===== src/rtl/core/protobuf_top_level_field_framer_core_macros.svh =====
// ---------------------------------------------------------------------------
// Protobuf framer assertion macros
// Shared concurrent assertion forms for the framer core modules.
// ---------------------------------------------------------------------------
`ifndef PROTOBUF_TOP_LEVEL_FIELD_FRAMER_CORE_MACROS_SVH
`define PROTOBUF_TOP_LEVEL_FIELD_FRAMER_CORE_MACROS_SVH

// Same-cycle implication, disabled during reset
`define PBFR_ASSERT_IMP(lbl, clk, rst, ante, cons, msg) \
   lbl: assert property (@(posedge clk) disable iff (rst) (ante) |-> (cons)) \
      else $error(msg);

// Next-cycle implication, disabled during reset
`define PBFR_ASSERT_NXT(lbl, clk, rst, ante, cons, msg) \
   lbl: assert property (@(posedge clk) disable iff (rst) (ante) |=> (cons)) \
      else $error(msg);

`endif


===== src/rtl/core/pbfr_pkg.sv =====
// ---------------------------------------------------------------------------
// Protobuf framer package
// Types and codes shared by the framer core modules.
// ---------------------------------------------------------------------------
`default_nettype none

package pbfr_pkg;

   typedef enum logic [2:0] {
      PH_TAG = 3'd0,
      PH_LEN = 3'd1,
      PH_HDR = 3'd2,
      PH_ENT = 3'd3,
      PH_SKV = 3'd4,
      PH_SKF = 3'd5
   } phase_type;

   // byte classes
   localparam logic [2:0] CLS_TAG     = 3'd0;
   localparam logic [2:0] CLS_LEN     = 3'd1;
   localparam logic [2:0] CLS_HDR     = 3'd2;
   localparam logic [2:0] CLS_ENT     = 3'd3;
   localparam logic [2:0] CLS_SKV     = 3'd4;
   localparam logic [2:0] CLS_SKF     = 3'd5;
   localparam logic [2:0] CLS_IGNORED = 3'd6;

   // feed status
   localparam logic [1:0] ST_COMPLETE  = 2'd0;
   localparam logic [1:0] ST_TRUNCATED = 2'd1;
   localparam logic [1:0] ST_MALFORMED = 2'd2;

   // wire types
   localparam logic [2:0] WT_VARINT = 3'd0;
   localparam logic [2:0] WT_I64    = 3'd1;
   localparam logic [2:0] WT_LEN    = 3'd2;
   localparam logic [2:0] WT_I32    = 3'd5;

   localparam logic [31:0] FIELD_HEADER = 32'd1;
   localparam logic [31:0] FIELD_ENTITY = 32'd2;

   // CSR map
   localparam logic CSR_MAX_ENTITY = 1'b0;
   localparam logic CSR_MAX_HEADER = 1'b1;

   localparam int MAX_ENTITY_W = 20;
   localparam int MAX_HEADER_W = 16;
   localparam logic [MAX_ENTITY_W-1:0] MAX_ENTITY_RST = 20'd4096;
   localparam logic [MAX_HEADER_W-1:0] MAX_HEADER_RST = 16'd256;

   typedef struct packed {
      logic [2:0]  byte_class;
      logic [7:0]  data_byte_out;
      logic [31:0] field_number;
      logic        body_last;
      logic        body_empty;
      logic        entity_start;
      logic        entity_too_large;
      logic [1:0]  feed_status;
      logic [31:0] entities_seen;
      logic [31:0] entities_too_large;
   } result_type;

endpackage

`default_nettype wire


===== src/rtl/core/protobuf_top_level_field_framer_core.sv =====
// ---------------------------------------------------------------------------
// Protobuf top-level field framer core
// Walks a protobuf wire-format feed one byte per transaction and tags bytes.
// ---------------------------------------------------------------------------
// Takes one feed byte per cycle while the output buffer has room and returns
// one registered result per byte. Every byte goes through a single
// register-to-register pass: tag and length varints are built up seven bits at
// a time, header (field 1) and entity (field 2) bodies are echoed with a
// last-byte mark, and everything else is skipped. A two-entry output buffer
// lets the input keep accepting while one result waits; the input stalls only
// once both entries are full. The limit registers may be written only while no
// byte is in flight. A malformed feed is sticky until reset.
`default_nettype none

module protobuf_top_level_field_framer_core (
   input  wire logic          clock,
   input  wire logic          reset,
   // feed input
   input  wire logic          req_tvalid,
   output logic               req_tready,
   input  wire logic [7:0]    req_tdata,   // [7:0] data_byte
   // result output
   output logic               rsp_tvalid,
   input  wire logic          rsp_tready,
   // [7:0] data_byte_out, [39:8] field_number, [40] body_empty,
   // [41] entity_start, [42] entity_too_large, [44:43] feed_status,
   // [76:45] entities_seen, [108:77] entities_too_large, [111:109] zero
   output logic [111:0]       rsp_tdata,
   output logic [2:0]         rsp_tuser,   // [2:0] byte_class
   output logic               rsp_tlast,   // body_last
   // configuration
   input  wire logic          csr_we,
   input  wire logic          csr_addr,
   input  wire logic [pbfr_pkg::MAX_ENTITY_W-1:0] csr_wdata
);
   import pbfr_pkg::*;

   logic [MAX_ENTITY_W-1:0] max_entity_ff;
   logic [MAX_HEADER_W-1:0] max_header_ff;
   logic                    take;
   result_type              step_res;
   result_type              rsp_res;

   // Limit registers
   always_ff @(posedge clock) begin
      if (reset) begin
         max_entity_ff <= MAX_ENTITY_RST;
         max_header_ff <= MAX_HEADER_RST;
      end else if (csr_we) begin
         case (csr_addr)
            CSR_MAX_ENTITY: max_entity_ff <= csr_wdata;
            CSR_MAX_HEADER: max_header_ff <= csr_wdata[MAX_HEADER_W-1:0];
            default: ;
         endcase
      end
   end

   // Advance the framing state on every accepted transaction
   assign take = req_tvalid && req_tready;

   pbfr_step u_step (
      .clock      (clock),
      .reset      (reset),
      .take       (take),
      .data_byte  (req_tdata),
      .max_entity (max_entity_ff),
      .max_header (max_header_ff),
      .result     (step_res)
   );

   pbfr_out_buf u_out_buf (
      .clock     (clock),
      .reset     (reset),
      .in_valid  (take),
      .in_ready  (req_tready),
      .in_data   (step_res),
      .out_valid (rsp_tvalid),
      .out_ready (rsp_tready),
      .out_data  (rsp_res)
   );

   // Pack the result onto the stream fields
   assign rsp_tuser = rsp_res.byte_class;
   assign rsp_tlast = rsp_res.body_last;
   assign rsp_tdata = {3'b000,
                       rsp_res.entities_too_large,
                       rsp_res.entities_seen,
                       rsp_res.feed_status,
                       rsp_res.entity_too_large,
                       rsp_res.entity_start,
                       rsp_res.body_empty,
                       rsp_res.field_number,
                       rsp_res.data_byte_out};

endmodule

`default_nettype wire


===== src/rtl/core/pbfr_step.sv =====
// ---------------------------------------------------------------------------
// Protobuf framer step
// Framing state registers and the per-byte next-state and result logic.
// ---------------------------------------------------------------------------
`default_nettype none
`include "protobuf_top_level_field_framer_core_macros.svh"

module pbfr_step (
   input  wire logic                               clock,
   input  wire logic                               reset,
   input  wire logic                               take,
   input  wire logic [7:0]                         data_byte,
   input  wire logic [pbfr_pkg::MAX_ENTITY_W-1:0]  max_entity,
   input  wire logic [pbfr_pkg::MAX_HEADER_W-1:0]  max_header,
   output pbfr_pkg::result_type                    result
);
   import pbfr_pkg::*;

   localparam logic [3:0] VCNT_LAST = 4'd9;   // last group that still lands below bit 64
   localparam logic [3:0] VCNT_OVER = 4'd10;  // shift of 70: overlong

   phase_type   phase_ff, phase_in;
   logic [63:0] accum_ff, accum_in;
   logic [3:0]  vcnt_ff, vcnt_in;
   logic [31:0] field_ff, field_in;
   logic [63:0] remain_ff, remain_in;
   logic        error_ff, error_in;
   logic [31:0] seen_ff, seen_in;
   logic [31:0] tl_ff, tl_in;

   logic [6:0]  shamt;
   logic [63:0] acc_new;
   logic [3:0]  vcnt_inc;
   logic        more;

   assign shamt    = {vcnt_ff, 3'b000} - {3'b000, vcnt_ff};
   assign acc_new  = (vcnt_ff <= VCNT_LAST) ?
                     (accum_ff | ({57'd0, data_byte[6:0]} << shamt)) : accum_ff;
   assign vcnt_inc = vcnt_ff + 4'd1;
   assign more     = data_byte[7];

   always_comb begin
      phase_in  = phase_ff;
      accum_in  = accum_ff;
      vcnt_in   = vcnt_ff;
      field_in  = field_ff;
      remain_in = remain_ff;
      error_in  = error_ff;
      seen_in   = seen_ff;
      tl_in     = tl_ff;
      result    = '0;
      result.byte_class = CLS_IGNORED;

      if (!error_ff) begin
         case (phase_ff)
            PH_LEN: begin
               result.byte_class = CLS_LEN;
               if (more) begin
                  accum_in = acc_new;
                  vcnt_in  = vcnt_inc;
                  if (vcnt_inc == VCNT_OVER) begin
                     error_in = 1'b1;
                  end
               end else begin
                  accum_in  = '0;
                  vcnt_in   = '0;
                  remain_in = acc_new;
                  if (field_ff == FIELD_HEADER) begin
                     if (acc_new == 64'd0) begin
                        result.body_last  = 1'b1;
                        result.body_empty = 1'b1;
                        phase_in          = PH_TAG;
                     end else if (acc_new > {48'd0, max_header}) begin
                        phase_in = PH_SKF;
                     end else begin
                        phase_in = PH_HDR;
                     end
                  end else if (field_ff == FIELD_ENTITY) begin
                     seen_in             = seen_ff + 32'd1;
                     result.entity_start = 1'b1;
                     if (acc_new > {44'd0, max_entity}) begin
                        tl_in                   = tl_ff + 32'd1;
                        result.entity_too_large = 1'b1;
                        phase_in                = PH_SKF;
                     end else if (acc_new == 64'd0) begin
                        result.body_last  = 1'b1;
                        result.body_empty = 1'b1;
                        phase_in          = PH_TAG;
                     end else begin
                        phase_in = PH_ENT;
                     end
                  end else if (acc_new == 64'd0) begin
                     phase_in = PH_TAG;
                  end else begin
                     phase_in = PH_SKF;
                  end
               end
            end
            PH_HDR, PH_ENT: begin
               result.byte_class    = (phase_ff == PH_HDR) ? CLS_HDR : CLS_ENT;
               result.data_byte_out = data_byte;
               remain_in            = remain_ff - 64'd1;
               if (remain_ff == 64'd1) begin
                  result.body_last = 1'b1;
                  phase_in         = PH_TAG;
               end
            end
            PH_SKV: begin
               result.byte_class = CLS_SKV;
               if (!more) begin
                  phase_in = PH_TAG;
               end
            end
            PH_SKF: begin
               result.byte_class = CLS_SKF;
               remain_in         = remain_ff - 64'd1;
               if (remain_ff == 64'd1) begin
                  phase_in = PH_TAG;
               end
            end
            default: begin
               // tag phase, and any unused code behaves as tag phase
               result.byte_class = CLS_TAG;
               phase_in          = PH_TAG;
               if (more) begin
                  accum_in = acc_new;
                  vcnt_in  = vcnt_inc;
                  if (vcnt_inc == VCNT_OVER) begin
                     error_in = 1'b1;
                  end
               end else begin
                  accum_in = '0;
                  vcnt_in  = '0;
                  field_in = acc_new[34:3];
                  case (acc_new[2:0])
                     WT_VARINT: phase_in = PH_SKV;
                     WT_I64: begin
                        remain_in = 64'd8;
                        phase_in  = PH_SKF;
                     end
                     WT_LEN:    phase_in = PH_LEN;
                     WT_I32: begin
                        remain_in = 64'd4;
                        phase_in  = PH_SKF;
                     end
                     default:   error_in = 1'b1;
                  endcase
               end
            end
         endcase
      end

      if (error_in) begin
         result.feed_status = ST_MALFORMED;
      end else if (phase_in != PH_TAG || vcnt_in != 4'd0) begin
         result.feed_status = ST_TRUNCATED;
      end else begin
         result.feed_status = ST_COMPLETE;
      end
      result.field_number       = field_in;
      result.entities_seen      = seen_in;
      result.entities_too_large = tl_in;
   end

   always_ff @(posedge clock) begin
      if (reset) begin
         phase_ff  <= PH_TAG;
         accum_ff  <= '0;
         vcnt_ff   <= '0;
         field_ff  <= '0;
         remain_ff <= '0;
         error_ff  <= 1'b0;
         seen_ff   <= '0;
         tl_ff     <= '0;
      end else if (take) begin
         phase_ff  <= phase_in;
         accum_ff  <= accum_in;
         vcnt_ff   <= vcnt_in;
         field_ff  <= field_in;
         remain_ff <= remain_in;
         error_ff  <= error_in;
         seen_ff   <= seen_in;
         tl_ff     <= tl_in;
      end
   end

   `PBFR_ASSERT_NXT(a_error_sticky, clock, reset, error_ff, error_ff,
                    "malformed flag cleared without reset")
   `PBFR_ASSERT_IMP(a_too_large_is_entity, clock, reset, result.entity_too_large,
                    result.entity_start, "too-large mark without entity start")
   `PBFR_ASSERT_IMP(a_last_class, clock, reset, result.body_last,
                    result.byte_class == CLS_HDR || result.byte_class == CLS_ENT ||
                    result.byte_class == CLS_LEN, "body end on a non-body byte")

endmodule

`default_nettype wire


===== src/rtl/core/pbfr_out_buf.sv =====
// ---------------------------------------------------------------------------
// Protobuf framer output buffer
// Two-entry result buffer: output register plus skid entry.
// ---------------------------------------------------------------------------
`default_nettype none
`include "protobuf_top_level_field_framer_core_macros.svh"

module pbfr_out_buf (
   input  wire logic                 clock,
   input  wire logic                 reset,
   input  wire logic                 in_valid,
   output logic                      in_ready,
   input  wire pbfr_pkg::result_type in_data,
   output logic                      out_valid,
   input  wire logic                 out_ready,
   output pbfr_pkg::result_type      out_data
);
   import pbfr_pkg::*;

   logic       out_valid_ff;
   logic       skid_valid_ff;
   result_type out_data_ff;
   result_type skid_data_ff;
   logic       out_load;

   assign out_load  = !out_valid_ff || out_ready;
   assign in_ready  = !skid_valid_ff;
   assign out_valid = out_valid_ff;
   assign out_data  = out_data_ff;

   always_ff @(posedge clock) begin
      if (reset) begin
         out_valid_ff  <= 1'b0;
         skid_valid_ff <= 1'b0;
      end else if (out_load) begin
         out_valid_ff  <= skid_valid_ff || in_valid;
         skid_valid_ff <= skid_valid_ff && in_valid;
      end else if (in_valid) begin
         skid_valid_ff <= 1'b1;
      end
   end

   always_ff @(posedge clock) begin
      if (out_load) begin
         if (skid_valid_ff) begin
            out_data_ff <= skid_data_ff;
            if (in_valid) begin
               skid_data_ff <= in_data;
            end
         end else if (in_valid) begin
            out_data_ff <= in_data;
         end
      end else if (in_valid) begin
         skid_data_ff <= in_data;
      end
   end

   `PBFR_ASSERT_IMP(a_skid_behind_out, clock, reset, skid_valid_ff, out_valid_ff,
                    "skid entry held while output register is empty")
   `PBFR_ASSERT_NXT(a_stall_fills_skid, clock, reset,
                    in_valid && out_valid_ff && !out_ready, skid_valid_ff,
                    "transaction lost during output stall")
   `PBFR_ASSERT_NXT(a_out_held, clock, reset, out_valid_ff && !out_ready,
                    out_valid_ff && $stable(out_data_ff),
                    "output transaction changed while stalled")

endmodule

`default_nettype wire


===== config.mk =====
export PLATFORM = sky130hd
export DESIGN_NAME = protobuf_top_level_field_framer_core
export DESIGN_NICKNAME = d
export VERILOG_FILES = /design/src/rtl/core/pbfr_pkg.sv /design/src/rtl/core/protobuf_top_level_field_framer_core.sv /design/src/rtl/core/pbfr_step.sv /design/src/rtl/core/pbfr_out_buf.sv
export VERILOG_INCLUDE_DIRS = /design/src /design/src/rtl/core
export SDC_FILE = /design/constraint.sdc
export NUM_CORES = 1
export LEC_CHECK = 0
export ABC_AREA = 1
export BUFFER_PORTS_ARGS = -buffer_cell sky130_fd_sc_hd__clkbuf_2
export CORE_ASPECT_RATIO = 1.4
export CORE_MARGIN = 2
export CORE_UTILIZATION = 55
export CTS_CLUSTER_SIZE = 30
export DETAILED_ROUTE_END_ITERATION = 16
export GPL_TIMING_DRIVEN = 0
export PLACE_DENSITY = 0.7
export SLEW_MARGIN = 20
export SYNTH_ARGS = -nofsm -noshare
export SYNTH_HDL_FRONTEND = slang
export SYNTH_SLANG_ARGS = --single-unit

===== constraint.sdc =====
create_clock -name clock -period 20.5 [get_ports clock]
set_input_delay 4.1 -clock clock [delete_from_list [all_inputs] [get_ports clock]]
set_output_delay 4.1 -clock clock [all_outputs]
set_load 0.05 [all_outputs]

# Word level (Yosys, flattened, before mapping)
# Cells that the tools add are included.
[totals] ff_bits=496 word_cells=153 in_bits=34 output_inout_bits=118
[classes] eq_ne=15 n_mux=67 n_shift=1 order_cmp=3 n_reduce_logical=25 addsub=5 n_bitwise=5
[op_table] cell="113-bit 2-to-1 mux" n=5
[op_table] cell="32-bit 2-to-1 mux" n=14
[op_table] cell="64-bit 2-to-1 mux" n=4
[op_table] cell="64-bit one-hot mux with 3 select lines" n=1
[op_table] cell="64-bit one-hot mux with 2 select lines" n=1
[op_table] cell="32-bit by 1-bit adder with 32-bit output, second input constant" n=2
[op_table] cell="64-bit by 1-bit equality test with 1-bit output, second input constant" n=1
[op_table] cell="64-bit by 16-bit greater-than comparator with 1-bit output" n=1
[op_table] cell="64-bit by 20-bit greater-than comparator with 1-bit output" n=1
[op_table] cell="64-bit zero test" n=1
[op_table] cell="64-bit bitwise OR" n=1
[op_table] cell="7-bit by 7-bit << shifter with 64-bit output" n=1
[op_table] cell="64-bit by 1-bit subtractor with 64-bit output, second input constant" n=1
[op_table] cell="3-bit 2-to-1 mux" n=12
[op_table] cell="32-bit by 1-bit equality test with 1-bit output, second input constant" n=1
[op_table] cell="32-bit by 2-bit equality test with 1-bit output, second input constant" n=1
[op_table] cell="4-bit 2-to-1 mux" n=6
[op_table] cell="3-bit one-hot mux with 3 select lines" n=2
[op_table] cell="2-bit 2-to-1 mux" n=6
[op_table] cell="3-bit one-hot mux with 4 select lines" n=1
[op_table] cell="1-bit 2-to-1 mux" n=11
[op_table] cell="11-bit 2-to-1 mux" n=1
[op_table] cell="3-bit by 2-bit equality test with 1-bit output, second input constant" n=3
[op_table] cell="3-bit equality test, second input constant" n=3
[op_table] cell="24 further kinds" n=40

# Depth between registers and ports, before layout
[logic_depth] ltp_word=19 mapped_depth=34 depth_no_buf=32

# By module
# From an unflattened synthesis, not the netlist that was laid out.
[hier_totals] cells_unflattened=3412 hier_area_um2=25916.1
[by_module_without_submodules] module="pbfr_step" seq_area_each_um2=4644.5 instances=1 area_each_um2=16161.8 cells_each=2604
[by_module_without_submodules] module="pbfr_out_buf" seq_area_each_um2=6826.5 instances=1 area_each_um2=8321.7 cells_each=604
[by_module_without_submodules] module="protobuf_top_level_field_framer_core" seq_area_each_um2=720.7 instances=1 area_each_um2=1432.6 cells_each=204

# Least setup slack after synthesis
# No wires, ideal clock.
[synth_path] kind="input to register" startpoint="input port req_tvalid" endpoint="register u_out_buf.skid_data_ff[0] in the netlist's numbering, enable pin" required_ns=19.914 cell_stages=4 setup_time_ns=0.586 t_arrival_ns=9.352 path_buffers=2 slack_ns=10.562 path_cell_list="nand2_1 -> clkbuf_1 -> clkbuf_1 -> nor2_1"
[synth_lines] element="start, declared" line_no="protobuf_top_level_field_framer_core.sv:19" source="input wire logic req_tvalid,"
[synth_lines] element="end signal, assigned" line_no="pbfr_out_buf.sv:48" source="skid_data_ff <= in_data;"
[synth_lines] element="end signal, assigned" line_no="pbfr_out_buf.sv:54" source="skid_data_ff <= in_data;"
[synth_lines] element="end, declared" line_no="pbfr_out_buf.sv:23" source="result_type skid_data_ff;"

==> out/metrics.yaml <==
grt-ovfl-total: 0
area_delta_synth_final_pct: 13.5
cts_tree: "built"
leakage_nw: 12.7
synth_top_family_by_area: "simple AND/OR/NAND/NOR gates"
io_buffers: 147
arrival_ns: 8.43
vias_per_cell: 5.56
finalSetupTns_ns: 0
io_pins: 152
slew_headroom: 0.269
post-route-period-util: 0.389
drv_slew: 0
core_area_um2: 45100
synth_mux_area_frac: 0
synth_edf_count: 226
wl_per_cell_um: 19.5
netlist_area_um2: 25100
synth.avg_cell_area_um2: 7.73
r2r_start: "u_step.vcnt_ff[0]"
ctsHoldBuffers: 0
yosysSeqAreaShare: 0.485
floorplan.initialDensity: 0.557
status: "finished, final reports clean"
synthCells: 3249
placed_area_um2: 26800
fin_area_um2: 28500
regArea_um2: 12200
yosys.area_share.simple: 0.234
cp_max_fo: 10
rows: 92
clk_pin_slew_worst_paths_ns: 0.06
multiInputGateArea_um2: 10700
clockBufferDepth: 3
n_fill_cell: 4070
r2r_setup_slack_ns: 14.86
synth_xor_area_frac: 0.0284
finalCriticalPeriod_ns: 7.98
path_class: "primary input to flop"
regToRegEndpoint: "u_out_buf.out_data[5]"
fin_nets: 3534
r2r_cells: 25
ys_warn_count: 0
antenna_found_initial: 0
worst_setup_path_start_kind: "primary input"
end_kind: "flop"
numClockSinks: 496
die_h_um: 257
postSynthRegisterBits: 496
fmax_mhz: 125
n_antenna_cell: 0
insertion_delay_ns: 0.59
grt_pass1_wl_mm: 123
synth_fa_ha_area_frac: 0.0219
drc: 0
hpwl_mm: 61.6
setup_violations: 0
grtUsageTotal: 0.336
cts-htree-levels: 2
synthArstFlopShare: 0
drt-total-wl_mm: 80.2
startpoint: "req_tdata[2]"
yosysUniqueCellTypes: 58
power_density_nw_per_um2: 94.0
cts_resized: 0
drt-pass1-iter-count: 6
gp_congestion: 0.969
hold_viol_final: 0
hold_ws_ns: 0.465
skew_ns: 0.0196
grt_pass1_vias: 22200
synth_compound_area_frac: 0.138
cp.required_ns: 20.95
hold_class: "flop to flop"
crit_path_end: "u_out_buf.out_data[5]"
num_vias: 22800
tightest_slew_ns: 1.10
ir_drop_mv: 0.0663
root_buffer: "clkbuf_16"
dr.first_iter.drc_count: 1767
grt_max_degree: 32
rsz0062_at_grt: "false"
maxCapViolations: 0
synthFlopType: "dfxtp_1"
post_cts_buffers: 0
numCtsBuffers: 48
drive_above_1_share: 0.0944
dieArea_um2: 47400
die_x_um: 185
ant_nets: 0
-- synth_stat cells, types with 18 or more instances --
cell / instances / share of area
ha_1: 44 / 0.022
clkbuf_1: 120 / 0.018
nor2_1: 330 / 0.049
o21ai_0: 220 / 0.044
dfxtp_1: 270 / 0.22
inv_2: 18 / 0.0027
inv_1: 424 / 0.063
nand4_1: 25 / 0.0062
a21oi_1: 278 / 0.055
o22ai_1: 31 / 0.0077
nand2_1: 741 / 0.11
o21ai_1: 35 / 0.0070
edfxtp_1: 226 / 0.27
nor3_1: 103 / 0.021
o21bai_1: 27 / 0.0081
xor2_1: 68 / 0.024
nand3_1: 127 / 0.025
-- placed cells by master, fill, tap and decap left out, types with 8 or more instances in the layout --
cell type and instances:
nor4_1 11, ha_1 44, o21ai_1 35, inv_1 424, clkbuf_16 51, clkbuf_2 147
o21bai_1 27, o22ai_1 31, dfxtp_1 270, xnor2_1 8, a21oi_1 278, o32ai_1 13
or2_2 10, xor2_1 68, inv_2 18, buf_2 10, nor3_1 103, o21ai_0 220
nand3_1 127, a31oi_1 8, edfxtp_1 226, nor2_1 328, nand4_1 25, nand2_1 741
clkbuf_1 129
-- metrics by stage --
step           total power (W)  cells  utilization  setup WS (ns)
3_5_place_dp           0.00174   4017        0.594          12.05
6_report               0.00268   4107        0.632          12.52
4_1_cts                0.00268   4107        0.632          12.64
3_3_place_gp           0.00173   4009        0.590           7.82
2_1_floorplan          0.00154   3251            -          10.56
5_1_grt                0.00278   4107        0.632          12.40
-- final cells by class --
cell class / instances / area share
inverter: 446 / 0.0589
clock inverter: 24 / 0.0101
sequential: 496 / 0.428
tap: 611 / 0.0268
multi-input combinational: 2162 / 0.374
timing repair buffer: 155 / 0.0320
buffer: 147 / 0.0219
clock buffer: 66 / 0.0489
-- cell families (layout without fill, tap and decap cells) --
group,count (synthesis),after routing
other cells,1,3
simple gates,1396,1396
buf+inv,593,838
xor+xnor,79,79
compound gates,640,640
flops,496,496
fa+ha+maj,44,44
-- state kept, by name (all words and copies together), names as in the netlist --
signal and cells:
max_entity_ff 20, max_header_ff 16, u_out_buf.out_data 113, u_out_buf.out_valid 1
u_out_buf.skid_data_ff 113, u_out_buf.skid_valid_ff 1, u_step.accum_ff 64, u_step.error_ff 1
u_step.field_ff 32, u_step.phase_ff 3, u_step.remain_ff 64, u_step.seen_ff 32
u_step.tl_ff 32, u_step.vcnt_ff 4
-- worst min path at each step --
stage / cells past startpoint / start / to / slack, ns
finish: 2 / max_entity_ff[11] / max_entity_ff[11] / 0.46
global route: 2 / max_entity_ff[11] / max_entity_ff[11] / 0.48
CTS: 2 / max_header_ff[7] / max_header_ff[7] / 0.47
detailed placement: 2 / max_header_ff[7] / max_header_ff[7] / 0.46
global placement: 2 / max_header_ff[14] / max_header_ff[14] / 0.45
floorplan: 2 / max_entity_ff[10] / max_entity_ff[10] / 0.44
-- worst max-delay path, stage by stage --
cell      delay [ns]
clkbuf_2        0.12
nand2_1         0.08
nand3_1         0.12
nand2_1         0.09
o21ai_1         0.35
nand3_1         0.23
o21bai_1        0.61
ha_1            0.24
nand2_1         0.10
inv_1           0.06
nand3_1         0.06
nor4_1          0.53
nand2_1         0.10
nand2_1         0.17
nand3_1         0.10
nor2_2          0.23
nand2_4         0.13
nand2_8         0.15
buf_6           0.18
nor2_1          0.06
xor2_1          0.42
nand2_1         0.09
nand2_1         0.08
-- where the power goes --
| group | switching (W) | total [W] | internal (W) | leakage (nW) |
|---|---|---|---|---|
| Combinational | 0.000464 | 0.000612 | 0.000148 | 7.43 |
| Clock | 0.000404 | 0.000947 | 0.000543 | 0.812 |
| Sequential | 0.0000251 | 0.00112 | 0.00109 | 4.41 |
| Total | 0.000893 | 0.00268 | 0.00179 | 12.7 |
-- layer usage --
metal	share of wire	GRT usage	vias to the layer above
li1	-	-	11000
met2	0.49	0.591	846
met5	0	0	-
met3	0.056	0.0413	266
met1	0.38	0.381	10700
met4	0.074	0.219	0
(Power assumes the default switching activity.)
